[src/rtl/core/mpq_pkg.sv]
// Shared types and constants for the min priority queue.
// Used by mpq_ctrl, mpq_dp and min_priority_queue; depends on nothing.
package mpq_pkg;

   localparam int KEY_W            = 32;
   localparam int ACT_W            = 2;
   localparam int STAT_W           = 2;
   localparam int DEFAULT_CAPACITY = 256;

   localparam logic [ACT_W-1:0] ACT_INSERT = 2'd0;
   localparam logic [ACT_W-1:0] ACT_REMOVE = 2'd1;
   localparam logic [ACT_W-1:0] ACT_REPORT = 2'd2;

   localparam logic [STAT_W-1:0] ST_OK    = 2'd0;
   localparam logic [STAT_W-1:0] ST_EMPTY = 2'd1;
   localparam logic [STAT_W-1:0] ST_FULL  = 2'd2;

   localparam logic signed [KEY_W-1:0] EMPTY_KEY = 32'sh7fffffff;

   typedef enum logic [2:0] {
      RD_UP     = 3'd0,
      RD_LAST   = 3'd1,
      RD_ROOT   = 3'd2,
      RD_CHILD  = 3'd3,
      RD_CHILD1 = 3'd4
   } rd_sel_type;

   typedef enum logic [1:0] {
      WR_KEY  = 2'd0,
      WR_RD   = 2'd1,
      WR_CAND = 2'd2
   } wr_src_type;

   typedef enum logic [1:0] {
      RES_OK    = 2'd0,
      RES_EMPTY = 2'd1,
      RES_FULL  = 2'd2,
      RES_ROOT  = 2'd3
   } res_sel_type;

   typedef struct packed {
      logic        load_req;
      logic        pos_to_occ;
      logic        pos_to_zero;
      logic        pos_to_up;
      logic        pos_to_cand;
      logic        occ_inc;
      logic        occ_dec;
      logic        rd_en;
      rd_sel_type  rd_sel;
      logic        wr_en;
      wr_src_type  wr_src;
      logic        key_from_rd;
      logic        cand_load_l;
      logic        cand_pick_r;
      logic        res_set;
      res_sel_type res_sel;
      logic        rsp_load;
   } cmd_type;

   typedef struct packed {
      logic empty;
      logic full;
      logic pos_zero;
      logic key_lt_rd;
      logic child_ge_occ;
      logic child1_lt_occ;
      logic cand_lt_key;
      logic rsp_busy;
   } stat_type;

endpackage

[src/rtl/core/mpq_ctrl.sv]
// Controller: sequences insert sift-up, remove sift-down and report.
// Issues mpq_pkg::cmd_type to mpq_dp and reads mpq_pkg::stat_type back.
module mpq_ctrl (
   input  logic                        clock,
   input  logic                        reset,
   input  logic                        req_valid,
   output logic                        req_ready,
   input  logic [mpq_pkg::ACT_W-1:0]   req_action,
   input  mpq_pkg::stat_type           stat,
   output mpq_pkg::cmd_type            cmd
);

   typedef enum logic [9:0] {
      S_IDLE     = 10'b0000000001,
      S_PUSH_CHK = 10'b0000000010,
      S_PUSH_CMP = 10'b0000000100,
      S_POP_LAST = 10'b0000001000,
      S_POP_CHK  = 10'b0000010000,
      S_POP_L    = 10'b0000100000,
      S_POP_R    = 10'b0001000000,
      S_POP_CMP  = 10'b0010000000,
      S_REP      = 10'b0100000000,
      S_DONE     = 10'b1000000000
   } state_type;

   state_type state_ff, state_in;

   assign req_ready = (state_ff == S_IDLE);

   always_comb begin
      state_in = state_ff;
      cmd      = '0;
      unique case (state_ff)
         S_IDLE: begin
            if (req_valid) begin
               unique case (req_action)
                  mpq_pkg::ACT_INSERT: begin
                     if (stat.full) begin
                        cmd.res_set = 1'b1;
                        cmd.res_sel = mpq_pkg::RES_FULL;
                        state_in    = S_DONE;
                     end else begin
                        cmd.load_req   = 1'b1;
                        cmd.pos_to_occ = 1'b1;
                        state_in       = S_PUSH_CHK;
                     end
                  end
                  mpq_pkg::ACT_REMOVE: begin
                     if (stat.empty) begin
                        cmd.res_set = 1'b1;
                        cmd.res_sel = mpq_pkg::RES_EMPTY;
                        state_in    = S_DONE;
                     end else begin
                        cmd.occ_dec     = 1'b1;
                        cmd.pos_to_zero = 1'b1;
                        cmd.rd_en       = 1'b1;
                        cmd.rd_sel      = mpq_pkg::RD_LAST;
                        state_in        = S_POP_LAST;
                     end
                  end
                  mpq_pkg::ACT_REPORT: begin
                     if (stat.empty) begin
                        cmd.res_set = 1'b1;
                        cmd.res_sel = mpq_pkg::RES_EMPTY;
                        state_in    = S_DONE;
                     end else begin
                        cmd.rd_en  = 1'b1;
                        cmd.rd_sel = mpq_pkg::RD_ROOT;
                        state_in   = S_REP;
                     end
                  end
                  default: begin
                     cmd.res_set = 1'b1;
                     cmd.res_sel = mpq_pkg::RES_OK;
                     state_in    = S_DONE;
                  end
               endcase
            end
         end
         S_PUSH_CHK: begin
            if (stat.pos_zero) begin
               cmd.wr_en   = 1'b1;
               cmd.wr_src  = mpq_pkg::WR_KEY;
               cmd.occ_inc = 1'b1;
               cmd.res_set = 1'b1;
               cmd.res_sel = mpq_pkg::RES_OK;
               state_in    = S_DONE;
            end else begin
               cmd.rd_en  = 1'b1;
               cmd.rd_sel = mpq_pkg::RD_UP;
               state_in   = S_PUSH_CMP;
            end
         end
         S_PUSH_CMP: begin
            cmd.wr_en = 1'b1;
            if (stat.key_lt_rd) begin
               cmd.wr_src    = mpq_pkg::WR_RD;
               cmd.pos_to_up = 1'b1;
               state_in      = S_PUSH_CHK;
            end else begin
               cmd.wr_src  = mpq_pkg::WR_KEY;
               cmd.occ_inc = 1'b1;
               cmd.res_set = 1'b1;
               cmd.res_sel = mpq_pkg::RES_OK;
               state_in    = S_DONE;
            end
         end
         S_POP_LAST: begin
            cmd.key_from_rd = 1'b1;
            state_in        = S_POP_CHK;
         end
         S_POP_CHK: begin
            if (stat.child_ge_occ) begin
               cmd.wr_en   = ~stat.empty;
               cmd.wr_src  = mpq_pkg::WR_KEY;
               cmd.res_set = 1'b1;
               cmd.res_sel = mpq_pkg::RES_OK;
               state_in    = S_DONE;
            end else begin
               cmd.rd_en  = 1'b1;
               cmd.rd_sel = mpq_pkg::RD_CHILD;
               state_in   = S_POP_L;
            end
         end
         S_POP_L: begin
            cmd.cand_load_l = 1'b1;
            if (stat.child1_lt_occ) begin
               cmd.rd_en  = 1'b1;
               cmd.rd_sel = mpq_pkg::RD_CHILD1;
               state_in   = S_POP_R;
            end else begin
               state_in = S_POP_CMP;
            end
         end
         S_POP_R: begin
            cmd.cand_pick_r = 1'b1;
            state_in        = S_POP_CMP;
         end
         S_POP_CMP: begin
            cmd.wr_en = 1'b1;
            if (stat.cand_lt_key) begin
               cmd.wr_src      = mpq_pkg::WR_CAND;
               cmd.pos_to_cand = 1'b1;
               state_in        = S_POP_CHK;
            end else begin
               cmd.wr_src  = mpq_pkg::WR_KEY;
               cmd.res_set = 1'b1;
               cmd.res_sel = mpq_pkg::RES_OK;
               state_in    = S_DONE;
            end
         end
         S_REP: begin
            cmd.res_set = 1'b1;
            cmd.res_sel = mpq_pkg::RES_ROOT;
            state_in    = S_DONE;
         end
         S_DONE: begin
            if (!stat.rsp_busy) begin
               cmd.rsp_load = 1'b1;
               state_in     = S_IDLE;
            end
         end
         default: begin
            state_in = S_IDLE;
         end
      endcase
   end

   always_ff @(posedge clock) begin
      if (reset) begin
         state_ff <= S_IDLE;
      end else begin
         state_ff <= state_in;
      end
   end

endmodule

[config.mk]
export PLATFORM = sky130hd
export DESIGN_NAME = mpq_ctrl
export DESIGN_NICKNAME = d
export VERILOG_FILES = /design/src/rtl/core/mpq_pkg.sv /design/src/rtl/core/mpq_ctrl.sv
export SDC_FILE = /design/constraint.sdc
export NUM_CORES = 1
export LEC_CHECK = 0
export BUFFER_PORTS_ARGS = -buffer_cell sky130_fd_sc_hd__buf_2
export CELL_PAD_IN_SITES_DETAIL_PLACEMENT = 1
export CELL_PAD_IN_SITES_GLOBAL_PLACEMENT = 2
export CORE_ASPECT_RATIO = 1.25
export CORE_MARGIN = 2
export CORE_UTILIZATION = 27
export DETAILED_ROUTE_END_ITERATION = 12
export PLACE_DENSITY = 0.86
export SETUP_SLACK_MARGIN = 0.1
export SYNTH_ARGS = -nofsm -noshare
export SYNTH_HDL_FRONTEND = slang
export SYNTH_SLANG_ARGS = --single-unit
[constraint.sdc]
create_clock -name clock -period 2.73 [get_ports clock]
set_input_delay 0.1365 -clock clock [delete_from_list [all_inputs] [get_ports clock]]
set_output_delay 0.1365 -clock clock [all_outputs]
set_load 0.005 [all_outputs]
After elaboration in Yosys (flattened, before gate mapping)

Cells that the tools add are included.

Equal/unequal tests: 14
Mux-type cells: 53
Reductions and logical operators: 3
Bitwise gates (word level): 1

Operators with widths:

| kind                                                                   | number |
|---|---|
| 10-bit one-hot mux with 10 select lines                                | 1 |
| 10-bit 2-to-1 mux                                                      | 9 |
| 3-bit 2-to-1 mux                                                       | 10 |
| 10-bit one-hot mux with 3 select lines                                 | 1 |
| 3-bit one-hot mux with 6 select lines                                  | 1 |
| 1-bit 2-to-1 mux                                                       | 16 |
| 4-bit 2-to-1 mux                                                       | 4 |
| 4-bit one-hot mux with 4 select lines                                  | 1 |
| 3-bit one-hot mux with 4 select lines                                  | 1 |
| 10-bit by 1-bit equality test with 1-bit output, second input constant | 1 |
| 10-bit equality test, second input constant                            | 1 |
| 10-bit by 2-bit equality test with 1-bit output, second input constant | 1 |
| 10-bit by 3-bit equality test with 1-bit output, second input constant | 1 |
| 10-bit by 4-bit equality test with 1-bit output, second input constant | 1 |
| 10-bit by 5-bit equality test with 1-bit output, second input constant | 1 |
| 10-bit by 6-bit equality test with 1-bit output, second input constant | 1 |
| 10-bit by 7-bit equality test with 1-bit output, second input constant | 1 |
| 10-bit by 8-bit equality test with 1-bit output, second input constant | 1 |
| 10-bit by 9-bit equality test with 1-bit output, second input constant | 1 |
| 5-bit 2-to-1 mux                                                       | 2 |
| 8-bit 2-to-1 mux                                                       | 1 |
| 4-bit one-hot mux with 2 select lines                                  | 1 |
| 2-bit 2-to-1 mux                                                       | 3 |
| 3-bit one-hot mux with 2 select lines                                  | 1 |
| other kinds (8)                                                        | 9 |

Word-level logic and storage cells: 72
Output and inout bits: 22
Input bits: 13
Register bits after elaboration: 10

Logic depth before layout (Yosys ltp)

Gate-level depths: netlist (run 1).

Depth in word-level cells: 5
Mapped depth: 6
Depth with buffers taken out: 6

Worst setup path before layout (run 1)

No wires, ideal clock.

Path type: register -> output
Start point: register state_ff[1]
End point: output cmd[9] (netlist bit)
Arrival: 1.762 ns
Path buffers: 0
Required time: 2.594 ns
Stages on the path, launching flop included: 5
Slack: 0.832 ns
Cells stage by stage: dfxtp_1 or4_4 or3_1 or4_1 o311ai_1

RTL lines:

| element                  | line            | text |
|---|---|---|
| start: declaration       | mpq_ctrl.sv:26  | `state_type state_ff, state_in;` |
| start signal: assignment | mpq_ctrl.sv:173 | `state_ff <= state_in;` |
| end: declaration         | mpq_ctrl.sv:10  | `output mpq_pkg::cmd_type cmd` |

==> flow_metrics.env, run 1 <==
export IMPL_max_freq_mhz=417
export IMPL_overflow=0
export IMPL_drive_above_1_share=0.283
export IMPL_drtAntennaViolNets=0
export IMPL_cp_start_kind="flip-flop"
export IMPL_grt_pass1_wl_mm=4.20
export IMPL_die_width_um=55.2
export IMPL_syn_area_per_cell_sq_um=7.68
export IMPL_place_ws_ns=0.584
export IMPL_synth_warnings=0
export IMPL_syn_area_sq_um=883
export IMPL_maxSlewViolCount=0
export IMPL_p_per_area_nw_per_um2=351
export IMPL_fillers=416
export IMPL_finalNetCount=164
export IMPL_status="finished, final reports clean"
export IMPL_start_util=0.279
export IMPL_p_total_w=0.000387
export IMPL_drtIter0Drc=12
export IMPL_wirelength_mm=2.74
export IMPL_drt_pass1_iter_count=4
export IMPL_stdcell_area_sq_um=1100
export IMPL_grt_pass1_vias=927
export IMPL_whs_ns=0.184
export IMPL_synth_top_family_by_area="simple AND/OR/NAND/NOR gates"
export IMPL_die_h_um=68.0
export IMPL_reg_largest_list="state_ff x10"
export IMPL_slew_headroom=0.576
export IMPL_synth_xor_area_share=0.0297
export IMPL_worst_slack_ns=0.331
export IMPL_synthDistinctLibCells=40
export IMPL_cp_slowest_cell="or4_4"
export IMPL_clk_latency_ns=0.24
export IMPL_ys_flop_type="dfxtp_1"
export IMPL_synthAdderAreaFrac=0.0567
export IMPL_clkSinkCount=10
export IMPL_finalHoldViolations=0
export IMPL_path_cells="or4_4 > or3_1 > or4_1 > o311ai_1 > buf_2"
export IMPL_dp_hpwl_mm=2.26
export IMPL_ys_ff_latch=10
export IMPL_synthToLayoutAreaGrowth_pct=24.9
export IMPL_worstPathMaxFanout=9
export IMPL_synth_area_mux_share=0.0113
export IMPL_yosysSeqAreaShare=0.227
export IMPL_cts_resized=0
export IMPL_cts_setup_buffers=0
export IMPL_drc=0
export IMPL_maxCapViolations=0
export IMPL_htree_levels=1
export IMPL_clockBufferDepth=2
export IMPL_critPathCaptureType="output pin"
export IMPL_diodes=0
export IMPL_setup_viol_count_final=0
export IMPL_max_stage_delay_ns=0.55
export IMPL_leakage_nw=0.551
export IMPL_rsz0062_at_grt="no"
export IMPL_final_seq_area_sq_um=200
export IMPL_track_usage=0.150
export IMPL_vias_per_cell=5.40
export IMPL_crit_required_ns=2.59
export IMPL_worstSetupPathType="reg -> out"
export IMPL_worstMarginPinSlew_ns=0.631
export IMPL_reg2reg_depth=5
export IMPL_multi_input_area_sq_um=623
export IMPL_syn_nets=132
export IMPL_vias=983
export IMPL_ios=35
export IMPL_core_region_area_sq_um=3170
export IMPL_synthArstFlopShare=0
export IMPL_peakVddDrop_mv=0.144
export IMPL_hp_class="in -> reg"
export IMPL_cts_tree="built"
export IMPL_grt_max_degree=11
export IMPL_cts_hold_fix_buffers=0
export IMPL_synth_compound_area_frac=0.173
export IMPL_gp_congestion=0.813
export IMPL_synthCells=115
export IMPL_worstHoldPathCells=3
export IMPL_antenna_found_initial=0
export IMPL_tns_ns=0
export IMPL_num_rows=23
export IMPL_routedWlPerCell_um=15.0
export IMPL_dieArea_sq_um=3750
export IMPL_crit_arrival_ns=2.26
export IMPL_regMostFlops="state_ff"
export IMPL_dpl_instance_area_sq_um=1060
export IMPL_timing_final_crit_period_ns=2.40
export IMPL_synth_edf_count=0
export IMPL_finClkSkew_ns=0.00619
export IMPL_largest_reg_flops=10
export IMPL_cts_root_buf="clkbuf_8"
export IMPL_numCtsBuffers=3
export IMPL_clk_pin_slew_worst_paths_ns=0.05
export IMPL_layout_commonest_cell="buf_2"
export IMPL_final_cell_mix="buf_2, nor2_1, dfxtp_1, a21oi_1"
export IMPL_portBuffers=34
export IMPL_yosys_area_share_simple=0.435
export IMPL_period_share=0.879
==> Yosys cell counts, types with 2 or more instances <==
master     n  share of area
nand3b_1   2          0.017
and3_1     2          0.014
dfxtp_1   10           0.23
nor3b_1    2          0.017
nand2b_1   3          0.021
clkbuf_1   4          0.017
nand3_1    3          0.017
xor2_1     2          0.020
nand2_1    4          0.017
nand4_1    2          0.014
nor2b_1    4          0.028
a211oi_1   2          0.017
nor3_1     3          0.017
nor4b_1    4          0.040
and2_1     5          0.035
buf_4      3          0.025
a21oi_1    8          0.045
o211ai_1   2          0.017
ha_1       4          0.057
and4b_1    3          0.034
o21bai_1   2          0.017
o21ai_0    6          0.034
nor2_1    13          0.055
inv_1      6          0.025
==> through the flow <==
stage,util,std cells
after floorplan,-,115
after global placement,0.336,179
after detailed placement,0.336,179
after CTS,0.349,182
after global routing,0.349,182
final,0.349,182
==> final timing paths <==
path	startpoint	end	slack (ns)
max	state_ff[1]$_SDFFE_PP0P_	cmd[9]	0.33
min	stat[1]	state_ff[4]$_SDFFE_PP0P_	0.18
max reg2reg	state_ff[1]$_SDFFE_PP0P_	state_ff[9]$_SDFFE_PP0P_	0.82
min reg2reg	state_ff[1]$_SDFFE_PP0P_	state_ff[2]$_SDFFE_PP0P_	0.62
==> metal layers <==
metal | track usage | wire length (um)
met5 | 0 | 0
met4 | 0.0457 | 19
met3 | 0.00873 | 85
met2 | 0.272 | 1450
met1 | 0.184 | 1180
==> where the power goes <==
group          internal (W)  switching (W)
logic             0.0000337      0.0000443
clock network     0.0000966      0.0000584
registers          0.000149     0.00000449
total              0.000280       0.000107
==> worst max-delay path, delay by kind of cell (launching register included) <==
kind                   cells  cell delay (ns)
buffers and inverters      1             0.17
AO/OA/AOI/OAI              1             0.10
AND/OR/NAND/NOR            3             1.39
flip-flops                 1             0.37
==> cell families (layout without fill, tap and decap cells) <==
logic type | Yosys count | count (layout)
and+or+nand+nor | 60 | 60
AOI/OAI and AO/OA | 24 | 24
buffers and inverters | 13 | 43
DFF | 10 | 10
adders and majority gates | 4 | 4
xor gates and xnor gates | 3 | 3
muxes | 1 | 1
==> layout make-up <==
type | count | area share
inverter | 6 | 0.0204
clock buffer | 3 | 0.0374
sequential | 10 | 0.181
timing repair buffer | 34 | 0.154
tap | 37 | 0.0420
multi-input combinational | 92 | 0.565
(Power assumes the default switching activity.)
==> run 2, diff against run 1 <==
BUFFER_PORTS_ARGS = -buffer_cell sky130_fd_sc_hd__clkbuf_2   (was -buffer_cell sky130_fd_sc_hd__buf_2)
CORE_UTILIZATION = 29   (was 27)
CTS_BUF_LIST = sky130_fd_sc_hd__clkbuf_2 sky130_fd_sc_hd__clkbuf_4 sky130_fd_sc_hd__clkbuf_8   (was not set)
PLACE_DENSITY = 0.91   (was 0.86)
==> flow_metrics.env, run 2 (synthesis results as in run 1) <==
export IMPL_status="finished, final reports clean"
export IMPL_clk_latency_ns=0.25
export IMPL_drt_pass1_iter_count=4
export IMPL_clk_pin_slew_worst_paths_ns=0.06
export IMPL_cts_hold_fix_buffers=0
export IMPL_drtAntennaViolNets=0
export IMPL_drtIter0Drc=23
export IMPL_critPathCaptureType="output pin"
export IMPL_ios=35
export IMPL_portBuffers=34
export IMPL_fin_cells=181
export IMPL_final_cell_mix="clkbuf_2, nor2_1, dfxtp_1, a21oi_1"
export IMPL_core_region_area_sq_um=2920
export IMPL_start_util=0.303
export IMPL_crit_arrival_ns=2.30
export IMPL_max_freq_mhz=411
export IMPL_vias_per_cell=5.33
export IMPL_timing_final_crit_period_ns=2.43
export IMPL_die_width_um=53.4
export IMPL_cts_resized=0
export IMPL_synthToLayoutAreaGrowth_pct=23.7
export IMPL_grt_pass1_vias=986
export IMPL_tns_ns=0
export IMPL_maxSlewViolCount=0
export IMPL_slew_headroom=0.655
export IMPL_period_share=0.891
export IMPL_dp_hpwl_mm=2.20
export IMPL_crit_required_ns=2.59
export IMPL_finalHoldViolations=0
export IMPL_clockBufferDepth=2
export IMPL_maxCapViolations=0
export IMPL_gp_congestion=0.787
export IMPL_drc=0
export IMPL_cts_tree="built"
export IMPL_reg_largest_list="state_ff x10"
export IMPL_worstMarginPinSlew_ns=0.511
export IMPL_regMostFlops="state_ff"
export IMPL_grt_max_degree=11
export IMPL_multi_input_area_sq_um=632
export IMPL_setup_viol_count_final=0
export IMPL_htree_levels=1
export IMPL_num_rows=22
export IMPL_hp_class="in -> reg"
export IMPL_diodes=0
export IMPL_cp_start_kind="flip-flop"
export IMPL_final_seq_area_sq_um=200
export IMPL_overflow=0
export IMPL_wirelength_mm=2.67
export IMPL_finClkSkew_ns=0.0104
export IMPL_largest_reg_flops=10
export IMPL_grt_pass1_wl_mm=4.33
export IMPL_vias=964
export IMPL_layout_commonest_cell="clkbuf_2"
export IMPL_worstPathMaxFanout=9
export IMPL_dieArea_sq_um=3510
export IMPL_cts_root_buf="clkbuf_4"
export IMPL_numCtsBuffers=3
export IMPL_drive_above_1_share=0.283
export IMPL_placed_cells=178
export IMPL_clkSinkCount=10
export IMPL_peakVddDrop_mv=0.228
export IMPL_antenna_found_initial=0
export IMPL_finalNetCount=164
export IMPL_worstSetupPathType="reg -> out"
export IMPL_fillers=402
export IMPL_die_h_um=65.7
export IMPL_rsz0062_at_grt="no"
export IMPL_cts_setup_buffers=0
export IMPL_track_usage=0.164
export IMPL_p_per_area_nw_per_um2=297
export IMPL_routedWlPerCell_um=14.7
export IMPL_leakage_nw=0.534
==> run 2: final timing paths <==
kind              slack (ns)                        to                      from  cells past startpoint
hold reg to reg         0.61  state_ff[2]$_SDFFE_PP0P_  state_ff[1]$_SDFFE_PP0P_                      2
setup / recovery        0.30                    cmd[9]  state_ff[1]$_SDFFE_PP0P_                      5
hold / removal          0.16  state_ff[4]$_SDFFE_PP0P_                   stat[1]                      3
setup reg to reg        0.83  state_ff[9]$_SDFFE_PP0P_  state_ff[1]$_SDFFE_PP0P_                      5
==> run 2: layout make-up <==
cell class / instances / area share
multi-input cells: 92 / 0.578
flip-flops and latches: 10 / 0.183
well taps: 36 / 0.0412
clock buffers: 3 / 0.0206
inverters: 6 / 0.0206
repair buffers: 34 / 0.156
==> run 2: metrics by stage <==
stage	hold slack, ns	setup WS, ns	total power (W)	util	instance area [sq um]
2_1_floorplan	0.208	0.832	0.000201	-	883
3_3_place_gp	0.403	0.614	0.000232	0.364	1060
3_5_place_dp	0.424	0.581	0.000234	0.364	1060
4_1_cts	0.154	0.308	0.000329	0.371	1080
5_1_grt	0.186	0.220	0.000349	0.374	1090
6_report	0.161	0.297	0.000325	0.374	1090
==> run 2: where the power goes <==
part           switching [W]  internal, W
clock network      0.0000426    0.0000505
registers         0.00000472     0.000149
logic              0.0000442    0.0000337
total              0.0000915     0.000233
==> run 2: metal layers <==
| layer | wire length, um | up-vias | share of wire | GRT usage |
|---|---|---|---|---|
| li1 | - | 484 | - | - |
| met1 | 1180 | 468 | 0.44 | 0.191 |
| met2 | 1420 | 10 | 0.53 | 0.309 |
| met3 | 38 | 2 | 0.014 | 0.00909 |
| met4 | 28 | 0 | 0.010 | 0.0449 |
| met5 | 0 | - | 0 | 0 |
==> run 2: critical path: stages, from the launching register on <==
cell,delay (ns)
dfxtp_1,0.37
or4_4,0.55
or3_1,0.37
or4_1,0.48
o311ai_1,0.11
clkbuf_2,0.17
